File: src/rtl/bvkf_pkg.sv
package bvkf_pkg;

  localparam int AdcW   = 12;
  localparam int VoltW  = 24;
  localparam int CovW   = 32;
  localparam int PctW   = 11;
  localparam int WarmW  = 10;
  localparam int RepW   = 16;
  localparam int CfgIdxW = 3;
  localparam int CfgDatW = 32;

  localparam logic [CfgIdxW-1:0] REG_Q      = 3'd0;
  localparam logic [CfgIdxW-1:0] REG_R      = 3'd1;
  localparam logic [CfgIdxW-1:0] REG_SCALE  = 3'd2;
  localparam logic [CfgIdxW-1:0] REG_SLOPE  = 3'd3;
  localparam logic [CfgIdxW-1:0] REG_OFFSET = 3'd4;
  localparam logic [CfgIdxW-1:0] REG_WARMUP = 3'd5;
  localparam logic [CfgIdxW-1:0] REG_INTVL  = 3'd6;

  // shift-add multiplier: 36-bit a times 32-bit b into a 68-bit product, one bit of b per cycle
  localparam int MulAW = 36;
  localparam int MulBW = 32;
  localparam int MulPW = MulAW + MulBW;

endpackage

File: src/rtl/bvkf_mul.sv
// bit-serial unsigned multiplier, one multiplier bit per cycle
module bvkf_mul (
  input  logic                         clk,
  input  logic                         rst_n,
  input  logic                         start,
  input  logic [bvkf_pkg::MulAW-1:0]   a,
  input  logic [bvkf_pkg::MulBW-1:0]   b,
  output logic                         done,
  output logic [bvkf_pkg::MulPW-1:0]   prod
);
  logic [bvkf_pkg::MulPW-1:0] acc_r, acc_nxt;
  logic [bvkf_pkg::MulPW-1:0] mc_r, mc_nxt;
  logic [bvkf_pkg::MulBW-1:0] mp_r, mp_nxt;
  logic [5:0]                 cnt_r, cnt_nxt;
  logic                       busy_r, busy_nxt;
  logic                       done_r, done_nxt;

  always_comb begin
    acc_nxt  = acc_r;
    mc_nxt   = mc_r;
    mp_nxt   = mp_r;
    cnt_nxt  = cnt_r;
    busy_nxt = busy_r;
    done_nxt = 1'b0;
    if (start) begin
      acc_nxt  = '0;
      mc_nxt   = {{bvkf_pkg::MulBW{1'b0}}, a};
      mp_nxt   = b;
      cnt_nxt  = '0;
      busy_nxt = 1'b1;
    end else if (busy_r) begin
      if (mp_r[0]) acc_nxt = acc_r + mc_r;
      mc_nxt  = {mc_r[bvkf_pkg::MulPW-2:0], 1'b0};
      mp_nxt  = {1'b0, mp_r[bvkf_pkg::MulBW-1:1]};
      cnt_nxt = cnt_r + 6'd1;
      if (cnt_r == 6'(bvkf_pkg::MulBW - 1)) begin
        busy_nxt = 1'b0;
        done_nxt = 1'b1;
      end
    end
  end

  always_ff @(posedge clk) begin
    acc_r <= acc_nxt;
    mc_r  <= mc_nxt;
    mp_r  <= mp_nxt;
    cnt_r <= cnt_nxt;
    if (!rst_n) begin
      busy_r <= 1'b0;
      done_r <= 1'b0;
    end else begin
      busy_r <= busy_nxt;
      done_r <= done_nxt;
    end
  end

  assign done = done_r;
  assign prod = acc_r;
endmodule

File: src/rtl/bvkf_div.sv
// restoring divider: floor(num * 2^24 / den), one quotient bit per cycle, 25 bits
module bvkf_div (
  input  logic        clk,
  input  logic        rst_n,
  input  logic        start,
  input  logic [32:0] num,
  input  logic [32:0] den,
  output logic        done,
  output logic [24:0] quo
);
  logic [33:0] rem_r, rem_nxt;
  logic [32:0] den_r, den_nxt;
  logic [24:0] q_r, q_nxt;
  logic [4:0]  cnt_r, cnt_nxt;
  logic        busy_r, busy_nxt;
  logic        done_r, done_nxt;
  logic [33:0] trial;

  // num <= den always (num == den only when R is zero, handled by clamp), so 25 quotient bits suffice
  always_comb begin
    rem_nxt  = rem_r;
    den_nxt  = den_r;
    q_nxt    = q_r;
    cnt_nxt  = cnt_r;
    busy_nxt = busy_r;
    done_nxt = 1'b0;
    trial    = {rem_r[32:0], 1'b0};
    if (start) begin
      rem_nxt  = {1'b0, num};
      den_nxt  = den;
      q_nxt    = '0;
      cnt_nxt  = '0;
      busy_nxt = 1'b1;
      if (num >= den) begin
        rem_nxt = {1'b0, num - den};
        q_nxt   = 25'd1;
      end
    end else if (busy_r) begin
      if (trial >= {1'b0, den_r}) begin
        rem_nxt = trial - {1'b0, den_r};
        q_nxt   = {q_r[23:0], 1'b1};
      end else begin
        rem_nxt = trial;
        q_nxt   = {q_r[23:0], 1'b0};
      end
      cnt_nxt = cnt_r + 5'd1;
      if (cnt_r == 5'd23) begin
        busy_nxt = 1'b0;
        done_nxt = 1'b1;
      end
    end
  end

  always_ff @(posedge clk) begin
    rem_r <= rem_nxt;
    den_r <= den_nxt;
    q_r   <= q_nxt;
    cnt_r <= cnt_nxt;
    if (!rst_n) begin
      busy_r <= 1'b0;
      done_r <= 1'b0;
    end else begin
      busy_r <= busy_nxt;
      done_r <= done_nxt;
    end
  end

  assign done = done_r;
  assign quo  = q_r;
endmodule

File: src/rtl/battery_voltage_kalman_filter.sv
// battery voltage estimator: scalar kalman filter on raw adc words
//
// input channel in_valid/in_ready carries one 12-bit adc word. each word
// gives exactly one result word on out_valid/out_ready: the filtered
// voltage (q4.20), a saturated percent, a report flag and a warming flag.
// the first warmup_samples words return warming=1 with other fields zero.
//
// one word is processed at a time. the work runs through a bit-serial
// shift-add multiplier (one multiplier bit per cycle) and a restoring
// divider (one quotient bit per cycle): scale, gain divide, estimate
// update, covariance update and percent product. out_valid rises once
// the last step is done (the covariance update for a warming word);
// in_ready returns the cycle after the result is taken.
//
// reset (synchronous, rst_n low) loads register defaults and clears the
// estimate, covariance and counters. a result waits in the output register
// while the receiver stalls; the next word is accepted only after the
// current result is taken. cfg_we writes register cfg_index at once.
module battery_voltage_kalman_filter (
  input  logic                                clk,
  input  logic                                rst_n,
  input  logic                                in_valid,
  output logic                                in_ready,
  input  logic [bvkf_pkg::AdcW-1:0]           in_adc_sample,
  output logic                                out_valid,
  input  logic                                out_ready,
  output logic [bvkf_pkg::VoltW-1:0]          out_filtered_volts,
  output logic signed [bvkf_pkg::PctW-1:0]    out_percent,
  output logic                                out_report,
  output logic                                out_warming,
  input  logic                                cfg_we,
  input  logic [bvkf_pkg::CfgIdxW-1:0]        cfg_index,
  input  logic [bvkf_pkg::CfgDatW-1:0]        cfg_data
);

  typedef enum logic [8:0] {
    S_IDLE  = 9'b000000001,
    S_SCALE = 9'b000000010,
    S_DIV   = 9'b000000100,
    S_EST   = 9'b000001000,
    S_COV   = 9'b000010000,
    S_PCT   = 9'b000100000,
    S_FIN   = 9'b001000000,
    S_OUT   = 9'b010000000,
    S_WAITD = 9'b100000000
  } state_t;

  state_t state_r, state_nxt;

  // configuration registers
  logic [31:0] q_r, r_r, offset_r;
  logic [23:0] scale_r, slope_r;
  logic [9:0]  warm_cfg_r;
  logic [15:0] intvl_r;

  // filter state
  logic [23:0] est_r, est_nxt;
  logic [31:0] cov_r, cov_nxt;
  logic [9:0]  warm_cnt_r, warm_cnt_nxt;
  logic [15:0] rep_cnt_r, rep_cnt_nxt;

  // working registers
  logic [23:0] v_r, v_nxt;
  logic [31:0] pp_r, pp_nxt;
  logic [23:0] k_r, k_nxt;

  // output register
  logic [23:0] o_volts_r, o_volts_nxt;
  logic [10:0] o_pct_r, o_pct_nxt;
  logic        o_rep_r, o_rep_nxt, o_warm_r, o_warm_nxt;

  // arithmetic units: multiplier shared by all products, divider for the gain
  logic                        mul_start;
  logic [bvkf_pkg::MulAW-1:0]  mul_a;
  logic [bvkf_pkg::MulBW-1:0]  mul_b;
  logic                        mul_done;
  logic [bvkf_pkg::MulPW-1:0]  mul_p;
  logic                        div_start, div_done;
  logic [32:0]                 div_num, div_den;
  logic [24:0]                 div_q;

  bvkf_mul u_mul (
    .clk(clk), .rst_n(rst_n), .start(mul_start), .a(mul_a), .b(mul_b),
    .done(mul_done), .prod(mul_p)
  );

  bvkf_div u_div (
    .clk(clk), .rst_n(rst_n), .start(div_start), .num(div_num), .den(div_den),
    .done(div_done), .quo(div_q)
  );

  logic [32:0] pp_sum, den_sum;
  logic        est_up;
  logic [23:0] est_diff;
  logic [67:0] off_sh;
  logic [67:0] pct_mag;
  logic        pct_neg;
  logic [31:0] pct_m;
  logic [24:0] one_minus_k;

  assign pp_sum      = {1'b0, cov_r} + {1'b0, q_r};
  assign den_sum     = {1'b0, pp_r} + {1'b0, r_r};
  assign est_up      = v_r >= est_r;
  assign est_diff    = est_up ? (v_r - est_r) : (est_r - v_r);
  assign off_sh      = {16'd0, offset_r, 20'd0};
  assign pct_neg     = mul_p < off_sh;
  assign pct_mag     = pct_neg ? (off_sh - mul_p) : (mul_p - off_sh);
  assign pct_m       = pct_mag[67:36];
  assign one_minus_k = 25'h1000000 - {1'b0, k_r};

  assign in_ready  = (state_r == S_IDLE);
  assign out_valid = (state_r == S_OUT);

  always_comb begin
    state_nxt    = state_r;
    est_nxt      = est_r;
    cov_nxt      = cov_r;
    warm_cnt_nxt = warm_cnt_r;
    rep_cnt_nxt  = rep_cnt_r;
    v_nxt        = v_r;
    pp_nxt       = pp_r;
    k_nxt        = k_r;
    o_volts_nxt  = o_volts_r;
    o_pct_nxt    = o_pct_r;
    o_rep_nxt    = o_rep_r;
    o_warm_nxt   = o_warm_r;
    mul_start    = 1'b0;
    mul_a        = '0;
    mul_b        = '0;
    div_start    = 1'b0;
    div_num      = {1'b0, pp_r};
    div_den      = den_sum;
    case (state_r)
      S_IDLE: begin
        if (in_valid) begin
          mul_start  = 1'b1;
          mul_a      = {24'd0, in_adc_sample};
          mul_b      = {8'd0, scale_r};
          state_nxt  = S_SCALE;
        end
      end
      S_SCALE: begin
        if (mul_done) begin
          v_nxt  = (mul_p[67:28] != '0) ? 24'hFFFFFF : mul_p[27:4];
          pp_nxt = pp_sum[32] ? 32'hFFFFFFFF : pp_sum[31:0];
          state_nxt = S_WAITD;
        end
      end
      S_WAITD: begin
        // den_sum is zero only when pp and r are both zero
        if (den_sum == '0) begin
          k_nxt     = '0;
          mul_start = 1'b1;
          mul_a     = 36'd0;
          mul_b     = 32'(est_diff);
          state_nxt = S_EST;
        end else begin
          div_start = 1'b1;
          state_nxt = S_DIV;
        end
      end
      S_DIV: begin
        if (div_done) begin
          k_nxt     = div_q[24] ? 24'hFFFFFF : div_q[23:0];
          mul_start = 1'b1;
          mul_a     = div_q[24] ? 36'hFFFFFF : {12'd0, div_q[23:0]};
          mul_b     = 32'(est_diff);
          state_nxt = S_EST;
        end
      end
      S_EST: begin
        if (mul_done) begin
          if (est_up) est_nxt = est_r + mul_p[47:24];
          else        est_nxt = est_r - mul_p[47:24];
          mul_start = 1'b1;
          mul_a     = {11'd0, one_minus_k};
          mul_b     = pp_r;
          state_nxt = S_COV;
        end
      end
      S_COV: begin
        if (mul_done) begin
          cov_nxt = mul_p[55:24];
          if (warm_cnt_r < warm_cfg_r) begin
            warm_cnt_nxt = warm_cnt_r + 10'd1;
            o_volts_nxt  = '0;
            o_pct_nxt    = '0;
            o_rep_nxt    = 1'b0;
            o_warm_nxt   = 1'b1;
            state_nxt    = S_OUT;
          end else begin
            mul_start = 1'b1;
            mul_a     = {12'd0, est_r};
            mul_b     = {8'd0, slope_r};
            state_nxt = S_PCT;
          end
        end
      end
      S_PCT: begin
        if (mul_done) state_nxt = S_FIN;
      end
      S_FIN: begin
        if (pct_neg) o_pct_nxt = (pct_m > 32'd1024) ? 11'h400 : 11'(-pct_m);
        else         o_pct_nxt = (pct_m > 32'd1023) ? 11'h3FF : pct_m[10:0];
        o_volts_nxt = est_r;
        o_warm_nxt  = 1'b0;
        if (rep_cnt_r + 16'd1 > intvl_r) begin
          rep_cnt_nxt = '0;
          o_rep_nxt   = 1'b1;
        end else begin
          rep_cnt_nxt = rep_cnt_r + 16'd1;
          o_rep_nxt   = 1'b0;
        end
        state_nxt = S_OUT;
      end
      S_OUT: begin
        if (out_ready) state_nxt = S_IDLE;
      end
      default: state_nxt = S_IDLE;
    endcase
  end

  always_ff @(posedge clk) begin
    v_r       <= v_nxt;
    pp_r      <= pp_nxt;
    k_r       <= k_nxt;
    o_volts_r <= o_volts_nxt;
    o_pct_r   <= o_pct_nxt;
    o_rep_r   <= o_rep_nxt;
    o_warm_r  <= o_warm_nxt;
    if (!rst_n) begin
      state_r    <= S_IDLE;
      est_r      <= '0;
      cov_r      <= '0;
      warm_cnt_r <= '0;
      rep_cnt_r  <= '0;
      q_r        <= 32'd16777;
      r_r        <= 32'd1677722;
      scale_r    <= 24'd13506;
      slope_r    <= 24'd1456356;
      offset_r   <= 32'd32039822;
      warm_cfg_r <= 10'd1000;
      intvl_r    <= 16'd60;
    end else begin
      state_r    <= state_nxt;
      est_r      <= est_nxt;
      cov_r      <= cov_nxt;
      warm_cnt_r <= warm_cnt_nxt;
      rep_cnt_r  <= rep_cnt_nxt;
      if (cfg_we) begin
        case (cfg_index)
          bvkf_pkg::REG_Q:      q_r        <= cfg_data;
          bvkf_pkg::REG_R:      r_r        <= cfg_data;
          bvkf_pkg::REG_SCALE:  scale_r    <= cfg_data[23:0];
          bvkf_pkg::REG_SLOPE:  slope_r    <= cfg_data[23:0];
          bvkf_pkg::REG_OFFSET: offset_r   <= cfg_data;
          bvkf_pkg::REG_WARMUP: warm_cfg_r <= cfg_data[9:0];
          bvkf_pkg::REG_INTVL:  intvl_r    <= cfg_data[15:0];
          default: ;
        endcase
      end
    end
  end

  assign out_filtered_volts = o_volts_r;
  assign out_percent        = o_pct_r;
  assign out_report         = o_rep_r;
  assign out_warming        = o_warm_r;

  // a warming word never carries a report
  a_warm_no_rep: assert property (@(posedge clk) disable iff (!rst_n)
    out_valid |-> !(out_warming && out_report)) else $error("report during warmup");

  // in and out never both open
  a_excl: assert property (@(posedge clk) disable iff (!rst_n)
    !(in_ready && out_valid)) else $error("ready with pending result");

  // percent path reached only once the warmup counter meets the threshold register, unless a write raises it
  a_warm_cnt: assert property (@(posedge clk) disable iff (!rst_n)
    (state_r == S_FIN) |-> (warm_cnt_r >= warm_cfg_r)) else $error("percent during warmup");

endmodule
File: config.mk
export PLATFORM = sky130hd
export DESIGN_NAME = battery_voltage_kalman_filter
export DESIGN_NICKNAME = d
export VERILOG_FILES = /design/src/rtl/bvkf_pkg.sv /design/src/rtl/bvkf_mul.sv /design/src/rtl/bvkf_div.sv /design/src/rtl/battery_voltage_kalman_filter.sv
export SDC_FILE = /design/constraint.sdc
export NUM_CORES = 2
export LEC_CHECK = 0
export BUFFER_PORTS_ARGS = -buffer_cell sky130_fd_sc_hd__buf_2
export CORE_ASPECT_RATIO = 1.4
export CORE_MARGIN = 8
export CORE_UTILIZATION = 40
export DETAILED_ROUTE_END_ITERATION = 8
export SLEW_MARGIN = 30
export SYNTH_ARGS = -nofsm -noshare
export SYNTH_HDL_FRONTEND = slang
export SYNTH_SLANG_ARGS = --single-unit
File: constraint.sdc
create_clock -name clk -period 13.45 [get_ports clk]
set_input_delay 3.3625 -clock clk [delete_from_list [all_inputs] [get_ports clk]]
set_output_delay 3.3625 -clock clk [all_outputs]
set_load 0.03 [all_outputs]
==> results.json <==
{
  "status": "finished, final reports clean",
  "final-hold-violation-count": 0,
  "met2_length_um": 69600,
  "yosys-top-cells-count": "nand2_1, a21oi_1, nor2_1",
  "cts_resized": 0,
  "port_buffers": 90,
  "path_common_cell": "a21oi_1",
  "post-route-drc-count": 0,
  "hold_ws_ns": 0.456,
  "post-route-period-util_pct": 51.2,
  "cp-start-kind": "flop",
  "synth_seq_cells": 652,
  "worst_pin_slew_ns": 0.962,
  "finClkSkew_ns": 0.0303,
  "clock_sinks": 652,
  "synth_fp_nets": 5696,
  "start_util_pct": 40.3,
  "cts-root-buf": "clkbuf_16",
  "areaGrowthSynthToFinish_pct": 9.98,
  "cts_tree": "built",
  "synth_top_cell_by_area": "edfxtp_1",
  "clock_latency_ns": 0.67,
  "drv_cap": 0,
  "avgViaCountPerCell": 5.63,
  "synthArstFlopShare_pct": 0,
  "critPathCaptureType": "flop",
  "syn_area_sq_um": 43700,
  "grt_setup_unrepaired": "no",
  "internal-power_mw": 3.94,
  "final_area_sq_um": 48000,
  "cp_num_buf_inv": 3,
  "grt_pass1_wl_um": 218000,
  "wl_per_cell_um": 21.3,
  "ant_nets": 0,
  "reg2reg_depth": 19,
  "synth_edf_count": 276,
  "power_frac_seq_pct": 39.2,
  "critPathKind": "reg2reg",
  "p_leak_nw": 20.0,
  "path_cells": "ha_1 -> fa_1 -> a21oi_1 -> nor2_1 -> o21ai_2 -> a21oi_1 -> a211oi_2 -> xor2_1 -> inv_2 -> nor4_1 -> nand4_1 -> or4_1 -> or4_4 -> nor3_2 -> or2_2 -> clkinv_2 -> buf_4 -> a211oi_1 -> a21oi_1",
  "fin_setup_tns_ns": 0,
  "synth-main-ff-cell": "dfxtp_1",
  "dp_cells": 6629,
  "wl_met3_um": 6210,
  "fin_nets": 5673,
  "top_layer_used": "met5",
  "synth_top_area_share_pct": 19.0,
  "rows": 143,
  "postPlaceCellArea_sq_um": 45500,
  "drtIter0Drc": 2702,
  "clk_pin_slew_ns": 0.06,
  "crit_path_max_fanout": 60,
  "cp_slowest_stage_delay_ns": 0.66,
  "p_per_area_nw_per_um2": 122,
  "routed-via-count": 38056,
  "synth_cell_type_count": 88,
  "min_path_type": "reg2reg",
  "grt_usage_pct": 23.2,
  "synthCells": 5276,
  "hold_path_depth": 2,
  "grt_overflow": 0,
  "drive_above_1_share_pct": 6.76,
  "grt_max_degree": 96,
  "yosysWarnings": 0,
  "r2r-end": "u_div.rem_r[3]$_DFFE_PP_",
  "switching_share_pct": 32.8,
  "vdd_drop_max_uv": 75.1,
  "ios": 91,
  "maxSlewHeadroom_pct": 34.2,
  "drt-met1-wl_um": 59100,
  "pwr-share-clk_pct": 35.7,
  "whs_endpoint": "slope_r[21]$_SDFFE_PN0P_",
  "combPwrFrac_pct": 25.2,
  "maxSlewViolCount": 0,
  "syn_avg_cell_area_sq_um": 8.27,
  "diodes": 0,
  "seq_area_frac_synth_pct": 36.2,
  "synthTopCellsByArea": "edfxtp_1, dfxtp_1, ha_1",
  "grt_pass1_vias": 36815,
  "place.gp.congestion": 0.965,
  "die_x_um": 295,
  "p_switching_mw": 1.92,
  "worstReg2RegStart": "pp_r[0]$_SDFFCE_PP1P_",
  "chipHeight_um": 407,
  "fp.coreArea_sq_um": 108000,
  "rrSetupSlack_ns": 6.56,
  "required_ns": 13.82,
  "antenna_found_initial": 2,
  "cp_top_family": "simple AND/OR/NAND/NOR gates",
  "fmax_mhz": 145,
  "setup_viol": 0,
  "fin_crit_ns": 6.89,
  "cts_setup_buffers": 0,
  "yosysMostFrequentCell": "nand2_1",
  "hp-start": "slope_r[21]$_SDFFE_PN0P_",
  "die-area_sq_um": 120000,
  "finalWirelength_um": 144000,
  "cts_buffer_depth": 3,
  "fin_cells": 6763,
  "drt-pass1-iter-count": 6,
  "cts_hold_buffers": 0,
  "cp_data_arrival_time_ns": 7.26,
  "cts_htree_levels": 3,
  "slowest_stage": "clkinv_2",
  "cts_buffers": 72,
  "dp_hpwl_um": 111000
}
-- sequential cells by signal, summed over array words and instances (netlist names), 10 cells and up --
name / cells
cov_r: 32
est_r: 24
intvl_r: 16
k_r: 24
offset_r: 32
out_filtered_volts: 24
out_percent: 11
pp_r: 32
q_r: 32
r_r: 32
rep_cnt_r: 16
scale_r: 24
slope_r: 24
u_div.den_r: 33
u_div.quo: 25
u_div.rem_r: 33
u_mul.mc_r: 68
u_mul.mp_r: 32
u_mul.prod: 68
v_r: 24
warm_cfg_r: 10
warm_cnt_r: 10
-- stage by stage --
| step | setup WS (ns) | power, mW | utilization (%) |
|---|---|---|---|
| CTS | 6.54 | 5.89 | 44.3 |
| finish | 6.56 | 5.85 | 44.3 |
| detailed placement | 6.58 | 3.79 | 42.0 |
| floorplan | 6.84 | 3.33 | - |
| global placement | 6.75 | 3.78 | 42.0 |
| global route | 6.00 | 6.11 | 44.3 |
-- placed cells by master, fill, tap and decap left out, drive strengths merged, types with 124 or more instances in the layout --
master,synthesis,layout
nand3,124,124
nand2,781,781
o21ai,208,208
inv,314,321
a21o,176,176
nor2,457,457
edfxtp,276,276
xor2,127,127
ha,360,360
xnor2,173,173
buf,31,149
a21oi,581,581
dfxtp,376,376
-- power by group through the flow --
stage	clock (mW)	sequential, mW	combinational [mW]
final	2.09	2.29	1.47
after global routing	2.20	2.30	1.61
after detailed placement	0	2.33	1.46
after CTS	2.13	2.29	1.46
after global placement	0	2.33	1.45
after floorplan	0	2.29	1.04
-- tightest hold or removal path, cell delays in order, from the launching register on --
cell,delay (ns)
dfxtp_1,0.31
nand2_1,0.05
a21oi_1,0.05
-- layer usage --
metal	up-vias	track usage, %
met5	-	0
met4	2	14.1
met3	307	2.63
met2	931	40.1
met1	18119	27.5
li1	18697	-
-- worst max path at each step --
stage                               start                  endpoint  cells after the start
global placement    pp_r[0]$_SDFFCE_PP1P_  u_div.rem_r[9]$_DFFE_PP_                     19
finish              pp_r[0]$_SDFFCE_PP1P_  u_div.rem_r[3]$_DFFE_PP_                     19
global route        pp_r[0]$_SDFFCE_PP1P_  u_div.rem_r[3]$_DFFE_PP_                     19
floorplan           est_r[1]$_SDFFE_PN0P_    est_r[23]$_SDFFE_PN0P_                     30
detailed placement  pp_r[0]$_SDFFCE_PP1P_  u_div.rem_r[3]$_DFFE_PP_                     19
CTS                 pp_r[0]$_SDFFCE_PP1P_  u_div.rem_r[3]$_DFFE_PP_                     19
-- final cells by class --
class	instances	area, sq um
clock buffer	95	2060
inverter	315	1190
tap	1450	1810
sequential	652	15800
timing repair buffer	149	905
multi-input combinational	4063	25800
fill	10897	60400
clock inverter	39	400
-- kinds of logic after synthesis --
logic type,Yosys count,synth area share [%]
simple gates,1895,19.8
compound gates,1419,20.5
xor+xnor,300,6.04
fa+ha+maj,368,10.7
buf+inv,561,4.90
mux,81,1.87
flops,652,36.2
No activity file was read; power rests on OpenSTA's default activity.
